==> src/wpps_pkg.sv <==
package wpps_pkg;

  // Default sizes handed to the top level's parameters.
  localparam int DEF_QUEUE_DEPTH = 16;
  localparam int DEF_JOB_COUNT   = 16;

  // Field widths of the transactions and of the ordering key.
  localparam int JOB_W    = 4;
  localparam int BURST_W  = 12;
  localparam int PRIO_W   = 8;
  localparam int WEIGHT_W = 16;
  localparam int TIME_W   = 16;
  localparam int WAIT_W   = 16;
  // A 12-bit burst times a signed 16-bit weight needs 28 bits; the sum of two
  // such products needs one more.
  localparam int KEY_W    = 29;

  localparam logic [WEIGHT_W-1:0] WEIGHT_RESET = 16'd256;

  // Item kinds carried in the mode field.
  localparam logic MODE_ARRIVAL = 1'b0;
  localparam logic MODE_TICK    = 1'b1;

  // Configuration register indexes.
  localparam logic CFG_WEIGHT_BURST = 1'b0;
  localparam logic CFG_WEIGHT_PRIO  = 1'b1;

  typedef enum logic [1:0] {
    ST_QUEUED  = 2'd0,
    ST_DROPPED = 2'd1,
    ST_SERVED  = 2'd2,
    ST_IDLE    = 2'd3
  } status_e;

  typedef struct packed {
    logic               mode;
    logic [JOB_W-1:0]   job_id;
    logic [BURST_W-1:0] burst_len;
    logic [PRIO_W-1:0]  job_priority;
  } in_item_t;

  typedef struct packed {
    status_e            status;
    logic [JOB_W-1:0]   served_id;
    logic               job_done;
    logic [WAIT_W-1:0]  wait_total;
    logic [TIME_W-1:0]  end_time;
    logic               new_segment;
  } out_item_t;

  // One ready queue entry.
  typedef struct packed {
    logic [JOB_W-1:0]   job;
    logic [BURST_W-1:0] rem;
    logic [PRIO_W-1:0]  prio;
  } qentry_t;

  // Control of the shared key multiply-accumulate unit.
  typedef struct packed {
    logic mul_en;
    logic acc_en;
  } mac_ctrl_t;

endpackage

==> src/weighted_priority_preemptive_scheduler_core.sv <==
// Sequence: an arrival computes its key, compares it with queue entries from the head and
// shifts the entries behind the insertion point back before inserting; a serving tick reads
// the head entry and then the per-job stores; a dropped arrival or an idle tick goes straight
// to its result; each may wait for an unread result. One transaction at a time, the next taken
// in the cycle after the result is loaded. Reset clears the queue,
// the time and the waiting totals at once (valid bits, no clearing pass); weights become 1.0.
module weighted_priority_preemptive_scheduler_core #(
  parameter int QUEUE_DEPTH = wpps_pkg::DEF_QUEUE_DEPTH,
  parameter int JOB_COUNT   = wpps_pkg::DEF_JOB_COUNT
) (
  input  logic                            clk_i,
  input  logic                            rst_ni,
  // Configuration write port.
  input  logic                            cfg_we_i,
  input  logic                            cfg_idx_i,
  input  logic [wpps_pkg::WEIGHT_W-1:0]   cfg_data_i,
  // Input channel.
  input  logic                            in_valid_i,
  output logic                            in_stall_o,
  input  wpps_pkg::in_item_t              in_data_i,
  // Result channel.
  output logic                            out_valid_o,
  input  logic                            out_stall_i,
  output wpps_pkg::out_item_t             out_data_o
);

  localparam int QIW = (QUEUE_DEPTH > 1) ? $clog2(QUEUE_DEPTH) : 1;
  localparam int CW  = $clog2(QUEUE_DEPTH + 1);
  localparam int JIW = (JOB_COUNT > 1) ? $clog2(JOB_COUNT) : 1;

  // The sequencer. Arrivals walk the key scan and the shift; ticks read the
  // head entry and then the per-job stores.
  typedef enum logic [13:0] {
    S_IDLE  = 14'b00000000000001,
    S_NKEY0 = 14'b00000000000010,
    S_NKEY1 = 14'b00000000000100,
    S_NKEY2 = 14'b00000000001000,
    S_SMUL0 = 14'b00000000010000,
    S_SMUL1 = 14'b00000000100000,
    S_SCMP  = 14'b00000001000000,
    S_SHRD  = 14'b00000010000000,
    S_SHWR  = 14'b00000100000000,
    S_INS   = 14'b00001000000000,
    S_TRD   = 14'b00010000000000,
    S_TJOB  = 14'b00100000000000,
    S_TUPD  = 14'b01000000000000,
    S_FIN   = 14'b10000000000000
  } state_e;

  state_e state_q, state_d;

  // The ready queue is a circular buffer: logical entry i lives at
  // (head + i) modulo the depth, so removing the head is a pointer step.
  function automatic logic [QIW-1:0] phys(input logic [QIW-1:0] h,
                                          input logic [QIW-1:0] i);
    logic [QIW:0] s;
    s = {1'b0, h} + {1'b0, i};
    if (s >= (QIW+1)'(QUEUE_DEPTH)) begin
      s = s - (QIW+1)'(QUEUE_DEPTH);
    end
    return s[QIW-1:0];
  endfunction

  wpps_pkg::in_item_t  item_q, item_d;
  logic [wpps_pkg::WEIGHT_W-1:0] wb_q, wp_q;
  logic [CW-1:0]                 count_q, count_d;
  logic [QIW-1:0]                head_q, head_d;
  logic [QIW-1:0]                pos_q, pos_d;
  logic [QIW-1:0]                j_q, j_d;
  logic [wpps_pkg::TIME_W-1:0]   time_q, time_d;
  logic [wpps_pkg::JOB_W-1:0]    prev_q, prev_d;
  logic                          any_q, any_d;
  logic signed [wpps_pkg::KEY_W-1:0] newkey_q, newkey_d;

  logic                          out_valid_q;
  wpps_pkg::out_item_t           out_q, out_d;
  logic                          out_load;
  logic                          out_free;

  // Queue memory.
  wpps_pkg::qentry_t q_mem [QUEUE_DEPTH];
  wpps_pkg::qentry_t q_rd_q;
  wpps_pkg::qentry_t q_wdata;
  logic              q_re, q_we;
  logic [QIW-1:0]    q_raddr, q_waddr;

  // Per-job stores: waiting totals (cleared through valid bits) and the time
  // each job last ran or was queued.
  logic [wpps_pkg::WAIT_W-1:0] wait_mem [JOB_COUNT];
  logic [wpps_pkg::TIME_W-1:0] lre_mem  [JOB_COUNT];
  logic [wpps_pkg::WAIT_W-1:0] wait_rd_q;
  logic [wpps_pkg::TIME_W-1:0] lre_rd_q;
  logic [JOB_COUNT-1:0]        wait_vld_q;
  logic                        jm_re, wait_we, lre_we;
  logic [JIW-1:0]              jm_raddr, wait_waddr, lre_waddr;
  logic [wpps_pkg::WAIT_W-1:0] wait_wdata;
  logic [wpps_pkg::TIME_W-1:0] lre_wdata;

  // Shared key unit.
  wpps_pkg::mac_ctrl_t               mac_ctrl;
  logic [wpps_pkg::BURST_W-1:0]      mac_opa;
  logic signed [wpps_pkg::WEIGHT_W-1:0] mac_w;
  logic signed [wpps_pkg::KEY_W-1:0] key;

  // Tick arithmetic.
  logic [JIW-1:0]                head_job;
  logic [wpps_pkg::WAIT_W-1:0]   wait_cur;
  logic [wpps_pkg::TIME_W-1:0]   gap;
  logic [wpps_pkg::WAIT_W:0]     wait_sum;
  logic [wpps_pkg::WAIT_W-1:0]   wait_sat;

  logic in_acc;

  wpps_key_mac u_key_mac (
    .clk_i    (clk_i),
    .ctrl_i   (mac_ctrl),
    .opa_i    (mac_opa),
    .weight_i (mac_w),
    .key_o    (key)
  );

  // The block takes a new transaction whenever the sequencer is idle; a
  // result still waiting in the output register does not hold it back.
  assign in_stall_o = (state_q != S_IDLE);
  assign in_acc     = in_valid_i && !in_stall_o;
  assign out_free   = !out_valid_q || !out_stall_i;

  // Waiting time of the head job, added with saturation.
  assign head_job = JIW'(q_rd_q.job);
  assign wait_cur = wait_vld_q[head_job] ? wait_rd_q : '0;
  assign gap      = time_q - lre_rd_q;
  assign wait_sum = {1'b0, wait_cur} + {1'b0, gap};
  assign wait_sat = wait_sum[wpps_pkg::WAIT_W] ? '1 : wait_sum[wpps_pkg::WAIT_W-1:0];

  always_comb begin
    state_d    = state_q;
    item_d     = item_q;
    count_d    = count_q;
    head_d     = head_q;
    pos_d      = pos_q;
    j_d        = j_q;
    time_d     = time_q;
    prev_d     = prev_q;
    any_d      = any_q;
    newkey_d   = newkey_q;
    out_load   = 1'b0;
    out_d      = out_q;
    mac_ctrl   = '0;
    mac_opa    = '0;
    mac_w      = '0;
    q_re       = 1'b0;
    q_raddr    = head_q;
    q_we       = 1'b0;
    q_waddr    = head_q;
    q_wdata    = q_rd_q;
    jm_re      = 1'b0;
    jm_raddr   = head_job;
    wait_we    = 1'b0;
    wait_waddr = head_job;
    wait_wdata = wait_sat;
    lre_we     = 1'b0;
    lre_waddr  = head_job;
    lre_wdata  = time_q + wpps_pkg::TIME_W'(1);

    unique case (state_q)
      S_IDLE: begin
        if (in_acc) begin
          item_d = in_data_i;
          if (in_data_i.mode == wpps_pkg::MODE_TICK) begin
            state_d = (count_q == '0) ? S_FIN : S_TRD;
          end else if (count_q == CW'(QUEUE_DEPTH) ||
                       32'(in_data_i.job_id) >= JOB_COUNT) begin
            state_d = S_FIN;
          end else begin
            state_d = S_NKEY0;
          end
        end
      end
      // Key of the arriving job: burst product, then priority product.
      S_NKEY0: begin
        mac_ctrl.mul_en = 1'b1;
        mac_opa         = item_q.burst_len;
        mac_w           = $signed(wb_q);
        state_d         = S_NKEY1;
      end
      S_NKEY1: begin
        mac_ctrl.mul_en = 1'b1;
        mac_ctrl.acc_en = 1'b1;
        mac_opa         = wpps_pkg::BURST_W'(item_q.job_priority);
        mac_w           = $signed(wp_q);
        state_d         = S_NKEY2;
      end
      S_NKEY2: begin
        newkey_d = key;
        pos_d    = '0;
        if (count_q == '0) begin
          j_d     = '0;
          state_d = S_SHRD;
        end else begin
          q_re    = 1'b1;
          q_raddr = phys(head_q, '0);
          state_d = S_SMUL0;
        end
      end
      // Scan from the head for the first entry with a smaller key.
      S_SMUL0: begin
        mac_ctrl.mul_en = 1'b1;
        mac_opa         = q_rd_q.rem;
        mac_w           = $signed(wb_q);
        state_d         = S_SMUL1;
      end
      S_SMUL1: begin
        mac_ctrl.mul_en = 1'b1;
        mac_ctrl.acc_en = 1'b1;
        mac_opa         = wpps_pkg::BURST_W'(q_rd_q.prio);
        mac_w           = $signed(wp_q);
        state_d         = S_SCMP;
      end
      S_SCMP: begin
        if (key >= newkey_q) begin
          pos_d = pos_q + QIW'(1);
          if (CW'(pos_q) + CW'(1) == count_q) begin
            j_d     = QIW'(count_q);
            state_d = S_SHRD;
          end else begin
            q_re    = 1'b1;
            q_raddr = phys(head_q, pos_q + QIW'(1));
            state_d = S_SMUL0;
          end
        end else begin
          j_d     = QIW'(count_q);
          state_d = S_SHRD;
        end
      end
      // Move the entries behind the insertion point back by one, tail first.
      S_SHRD: begin
        if (j_q == pos_q) begin
          state_d = S_INS;
        end else begin
          q_re    = 1'b1;
          q_raddr = phys(head_q, j_q - QIW'(1));
          state_d = S_SHWR;
        end
      end
      S_SHWR: begin
        q_we    = 1'b1;
        q_waddr = phys(head_q, j_q);
        q_wdata = q_rd_q;
        j_d     = j_q - QIW'(1);
        state_d = S_SHRD;
      end
      S_INS: begin
        if (out_free) begin
          q_we         = 1'b1;
          q_waddr      = phys(head_q, pos_q);
          q_wdata.job  = item_q.job_id;
          q_wdata.rem  = item_q.burst_len;
          q_wdata.prio = item_q.job_priority;
          count_d      = count_q + CW'(1);
          lre_we       = 1'b1;
          lre_waddr    = JIW'(item_q.job_id);
          lre_wdata    = time_q;
          out_load     = 1'b1;
          out_d        = '0;
          out_d.status   = wpps_pkg::ST_QUEUED;
          out_d.end_time = time_q;
          state_d      = S_IDLE;
        end
      end
      // Tick: fetch the head entry, then its job's stores.
      S_TRD: begin
        q_re    = 1'b1;
        q_raddr = phys(head_q, '0);
        state_d = S_TJOB;
      end
      S_TJOB: begin
        jm_re    = 1'b1;
        jm_raddr = head_job;
        state_d  = S_TUPD;
      end
      S_TUPD: begin
        if (out_free) begin
          wait_we  = 1'b1;
          lre_we   = 1'b1;
          out_d    = '0;
          if (q_rd_q.rem <= wpps_pkg::BURST_W'(1)) begin
            head_d         = phys(head_q, QIW'(1));
            count_d        = count_q - CW'(1);
            out_d.job_done = 1'b1;
          end else begin
            q_we     = 1'b1;
            q_waddr  = phys(head_q, '0);
            q_wdata.rem = q_rd_q.rem - wpps_pkg::BURST_W'(1);
          end
          out_d.status      = wpps_pkg::ST_SERVED;
          out_d.served_id   = q_rd_q.job;
          out_d.wait_total  = wait_sat;
          out_d.end_time    = time_q + wpps_pkg::TIME_W'(1);
          out_d.new_segment = !any_q || (prev_q != q_rd_q.job);
          prev_d   = q_rd_q.job;
          any_d    = 1'b1;
          time_d   = time_q + wpps_pkg::TIME_W'(1);
          out_load = 1'b1;
          state_d  = S_IDLE;
        end
      end
      // Dropped arrival or tick with an empty queue.
      S_FIN: begin
        if (out_free) begin
          out_d = '0;
          if (item_q.mode == wpps_pkg::MODE_TICK) begin
            out_d.status   = wpps_pkg::ST_IDLE;
            out_d.end_time = time_q + wpps_pkg::TIME_W'(1);
            time_d         = time_q + wpps_pkg::TIME_W'(1);
          end else begin
            out_d.status   = wpps_pkg::ST_DROPPED;
            out_d.end_time = time_q;
          end
          out_load = 1'b1;
          state_d  = S_IDLE;
        end
      end
      default: begin
        state_d = S_IDLE;
      end
    endcase
  end

  // Control state.
  always_ff @(posedge clk_i or negedge rst_ni) begin
    if (!rst_ni) begin
      state_q     <= S_IDLE;
      count_q     <= '0;
      head_q      <= '0;
      time_q      <= '0;
      prev_q      <= '0;
      any_q       <= 1'b0;
      out_valid_q <= 1'b0;
      wait_vld_q  <= '0;
      wb_q        <= wpps_pkg::WEIGHT_RESET;
      wp_q        <= wpps_pkg::WEIGHT_RESET;
    end else begin
      state_q <= state_d;
      count_q <= count_d;
      head_q  <= head_d;
      time_q  <= time_d;
      prev_q  <= prev_d;
      any_q   <= any_d;
      if (out_load) begin
        out_valid_q <= 1'b1;
      end else if (!out_stall_i) begin
        out_valid_q <= 1'b0;
      end
      if (wait_we) begin
        wait_vld_q[wait_waddr] <= 1'b1;
      end
      if (cfg_we_i) begin
        unique case (cfg_idx_i)
          wpps_pkg::CFG_WEIGHT_BURST: wb_q <= cfg_data_i;
          wpps_pkg::CFG_WEIGHT_PRIO:  wp_q <= cfg_data_i;
          default: ;
        endcase
      end
    end
  end

  // Working registers of the current transaction.
  always_ff @(posedge clk_i) begin
    item_q   <= item_d;
    pos_q    <= pos_d;
    j_q      <= j_d;
    newkey_q <= newkey_d;
    if (out_load) begin
      out_q <= out_d;
    end
  end

  // Memories with registered read data.
  always_ff @(posedge clk_i) begin
    if (q_we) begin
      q_mem[q_waddr] <= q_wdata;
    end
    if (q_re) begin
      q_rd_q <= q_mem[q_raddr];
    end
  end

  always_ff @(posedge clk_i) begin
    if (wait_we) begin
      wait_mem[wait_waddr] <= wait_wdata;
    end
    if (jm_re) begin
      wait_rd_q <= wait_mem[jm_raddr];
    end
  end

  always_ff @(posedge clk_i) begin
    if (lre_we) begin
      lre_mem[lre_waddr] <= lre_wdata;
    end
    if (jm_re) begin
      lre_rd_q <= lre_mem[jm_raddr];
    end
  end

  assign out_valid_o = out_valid_q;
  assign out_data_o  = out_q;

endmodule

==> src/wpps_key_mac.sv <==
// Shared key unit: one signed multiply per cycle while mul_en is set into a product register, and
// the key formed as the sum of the held and the latest product.
module wpps_key_mac (
  input  logic                                clk_i,
  input  wpps_pkg::mac_ctrl_t                 ctrl_i,
  input  logic [wpps_pkg::BURST_W-1:0]        opa_i,
  input  logic signed [wpps_pkg::WEIGHT_W-1:0] weight_i,
  output logic signed [wpps_pkg::KEY_W-1:0]   key_o
);

  logic signed [wpps_pkg::BURST_W:0]   opa_s;
  logic signed [wpps_pkg::KEY_W-1:0]   prod_d;
  logic signed [wpps_pkg::KEY_W-1:0]   prod_q;
  logic signed [wpps_pkg::KEY_W-1:0]   acc_q;

  assign opa_s  = $signed({1'b0, opa_i});
  assign prod_d = opa_s * weight_i;

  always_ff @(posedge clk_i) begin
    if (ctrl_i.mul_en) begin
      prod_q <= prod_d;
    end
    if (ctrl_i.acc_en) begin
      acc_q <= prod_q;
    end
  end

  assign key_o = acc_q + prod_q;

endmodule
==> config.mk <==
export PLATFORM = sky130hd
export DESIGN_NAME = weighted_priority_preemptive_scheduler_core
export DESIGN_NICKNAME = d
export VERILOG_FILES = /design/src/wpps_pkg.sv /design/src/weighted_priority_preemptive_scheduler_core.sv /design/src/wpps_key_mac.sv
export SDC_FILE = /design/constraint.sdc
export NUM_CORES = 2
export LEC_CHECK = 0
export BUFFER_PORTS_ARGS = -buffer_cell sky130_fd_sc_hd__buf_2
export CAP_MARGIN = 20
export CORE_MARGIN = 10
export CORE_UTILIZATION = 60
export CTS_CLUSTER_DIAMETER = 50
export CTS_CLUSTER_SIZE = 10
export DETAILED_ROUTE_END_ITERATION = 10
export GPL_TIMING_DRIVEN = 1
export HOLD_SLACK_MARGIN = 0.1
export PLACE_DENSITY = 0.86
export SLEW_MARGIN = 0
export SYNTH_ARGS = -nofsm -noshare
export SYNTH_HDL_FRONTEND = slang
export SYNTH_HIERARCHICAL = 1
export SYNTH_SLANG_ARGS = --single-unit
export TNS_END_PERCENT = 20
==> constraint.sdc <==
create_clock -name clk_i -period 16.96 [get_ports clk_i]
set_clock_uncertainty 0.2 [all_clocks]
set_input_delay 3.392 -clock clk_i [delete_from_list [all_inputs] [get_ports clk_i]]
set_output_delay 3.392 -clock clk_i [all_outputs]
set_load 0.02 [all_outputs]
==> impl_metrics.csv <==
group,metric,value,unit
floorplan,fp.dieH,333,um
synthesis,synthDistinctLibCells,97,
floorplan,die_x,333,um
pwr,ir_drop,0.0000977,V
grt,top_usage_layer,"met2",
floorplan,core,97000,um2
clock_network,cts_buffers,146,
synthesis,yosysWarnings,6,
routing,wirelength,142000,um
grt,met2_usage,40.6,%
setup_path,endpoint_kind,"flip-flop",
setup_path,critical_path.top_delay_family,"simple AND/OR/NAND/NOR gates",
synthesis,synth-seq-cells,1205,
synthesis,synth_top_flop_cell,"edfxtp_1",
timing,finalCriticalPeriod,8.47,ns
setup_path,worstPathMaxFanout,46,
setup_path,critPathBufInv,5,
clock_network,clkTransAtPathRegs,0.05,ns
cells_and_area,drive_above_1_share,16.0,%
synthesis,async_reset_ff_share,7.72,%
routing,wl_per_cell,26.3,um
cells_and_area,multi_input_area,21500,um2
grt,grt_pass1_wl,211000,um
synthesis,netlist_area,58900,um2
clock_network,cts_repair_resize_count,0,
routing,drt-pass1-iter-count,6,
grt,track_usage,24.9,%
synthesis,synth_cells,3885,
grt,grtUsageMet1,32.4,%
cells_and_area,final_util,67.7,%
cells_and_area,antenna_cells,0,
timing,maxSlewViolCount,0,
cells_and_area,regArea,35700,um2
floorplan,initial_utilization,60.7,%
timing,hold_violations,0,
timing,max_freq,118,MHz
synthesis,synth_sequential_area_ratio,60.7,%
clock_network,hold_buffers,0,
synthesis,synth_nets,4295,
cells_and_area,nFillCells,6137,
clock_network,cts_tree,"built",
clock_network,cts.sinks,1205,
grt,first_global_vias,35000,
timing,finalSetupTns,0,ns
floorplan,die_area,111000,um2
routing,via_count,34300,
outcome,outcome,"complete, no violations",
routing,vias_per_cell,6.35,
timing,rsz0062_at_grt,"no",
setup_path,critical_path_required,17.25,ns
placement,place_congestion,0.883,
timing,finalCritPeriodShare,50.0,%
grt,use_met3,4.98,%
synthesis,syn_avg_cell_area,15.2,um2
setup_path,worstSetupPathType,"flip-flop to flip-flop",
pwr,power.density,102,nW/um2
routing,drt_drc_violations_left,0,
setup_path,cpMaxStageDelayCell,"or4_4",
timing,setup_viol,0,
routing,detail-route-antenna-nets,0,
timing,worst_slew_pin_slew,1.18,ns
cells_and_area,areaGrowthSynthToFinish,11.5,%
cells_and_area,nets,4473,
setup_path,cp-start-kind,"flip-flop",
placement,dp_hpwl,81300,um
floorplan,num_rows,114,
grt,grt_overflow_total,0,
pwr,leakagePower,24.8,nW
clock_network,clock-root-buffer,"clkbuf_16",
timing,relSlewSlack,21.4,%
floorplan,ios,89,
clock_network,htree_levels,4,
setup_path,cp.arrival,8.77,ns
routing,drtIter0Drc,4231,
setup_path,crit_top_cell,"fa_1",
grt,antenna_found_initial,1,
clock_network,clock_latency,0.78,ns
placement,portBuffers,88,
setup_path,critPathMaxStageDelay,0.62,ns
job,drv_cap,0,
grt,grt_max_degree,139,
synthesis,synth_edf_count,1112,
clock_network,cts_buffer_depth,3,
worst_hold_path,min_path_type,"flip-flop to flip-flop",
clock_network,postCtsSetupRepairBufs,0,
-- synth_stat cells (22+ instances only) --
master	count	area share [%]
xor2_1	66	0.98
a21oi_1	84	0.71
mux4_2	165	6.3
o21ai_0	48	0.41
nand2b_1	26	0.28
mux2i_1	368	6.3
clkbuf_1	94	0.60
edfxtp_1	1112	57
mux2_2	35	0.67
fa_1	186	6.3
a22o_1	22	0.33
ha_1	177	3.8
nor3_1	39	0.33
xnor2_1	82	1.2
a21o_1	37	0.47
nor2_1	165	1.1
and2_1	131	1.4
dfrtp_1	90	3.8
nand3_1	31	0.26
nand2_1	272	1.7
inv_1	346	2.2
-- state kept, by name (all words and copies together) (netlist names), 20 cells and up --
| signal | cells |
|---|---|
| u_key_mac/prod_q | 29 |
| lre_mem | 256 |
| q_rd_q | 20 |
| newkey_q | 29 |
| out_data_o | 40 |
| item_q | 25 |
| q_mem | 384 |
| u_key_mac/acc_q | 29 |
| wait_mem | 256 |
-- cells by family (layout without fill, tap and decap cells) --
kind of cell               after synthesis  after routing  share of synthesized area [%]
DFF                                   1205           1205                           60.7
and+or+nand+nor                        778            778                           6.49
muxes                                  569            569                           13.3
buffers and inverters                  490            735                           3.34
adders and majority gates              363            363                           10.1
AOI/OAI and AO/OA                      331            331                           3.90
xor gates and xnor gates               149            149                           2.24
-- per-layer routing --
layer / wire [um] / up-vias
li1: - / 14600
met1: 51700 / 17100
met2: 68400 / 2186
met3: 14700 / 516
met4: 7210 / 2
met5: 9 / -
-- per-stage QoR --
stage	instance area [um2]	hold slack, ns	std cells	setup WS (ns)	total power [W]
after CTS	65300	0.232	5384	8.55	0.00670
after floorplan	58900	0.228	3885	8.99	0.00372
after detailed placement	61000	0.247	5169	8.64	0.00387
after global routing	65600	0.243	5406	8.05	0.00688
final	65600	0.238	5406	8.49	0.00669
after global placement	61000	0.242	5168	8.84	0.00385
-- worst paths after layout --
| kind | start | end | slack [ns] | depth (start not counted) |
|---|---|---|---|---|
| max in group asynchronous | rst_ni | time_q[12] | 12.96 | 2 |
| min reg2reg | u_key_mac/prod_q[7] | u_key_mac/acc_q[7] | 0.24 | 0 |
| max reg2reg | state_q[1] | u_key_mac/prod_q[23] | 8.49 | 26 |
| min in group asynchronous | rst_ni | wp_q[14] | 2.37 | 1 |
| min | u_key_mac/prod_q[7] | u_key_mac/acc_q[7] | 0.24 | 0 |
| max | state_q[1] | u_key_mac/prod_q[23] | 8.49 | 26 |
-- final cells by class --
type	count	area share, %
flip-flops and latches	1205	54.4
well taps	1276	2.43
clock inverters	30	0.766
clock buffers	185	5.80
inverters	347	1.98
multi-input cells	2190	32.7
repair buffers	173	1.91
-- power breakdown --
part | switching [W] | internal [W] | leakage [nW] | total (W)
Clock | 0.00123 | 0.00164 | 2.07 | 0.00287
Combinational | 0.000300 | 0.000144 | 11.5 | 0.000445
Sequential | 0.0000435 | 0.00334 | 11.3 | 0.00338
-- layout by cell type, fill, tap and decap left out, types with 31 or more instances in the layout --
master / instances
edfxtp_1: 1112
mux2i_1: 368
inv_1: 346
nand2_1: 271
fa_1: 186
ha_1: 177
mux4_2: 165
clkbuf_16: 146
and2_1: 131
nor2_1: 119
dfrtp_1: 90
buf_2: 87
a21oi_1: 84
xnor2_1: 82
buf_4: 74
xor2_1: 66
o21ai_0: 48
clkbuf_1: 38
a21o_1: 37
nor3_1: 35
mux2_2: 35
nand3_1: 31
No activity file was read; power rests on OpenSTA's default activity.
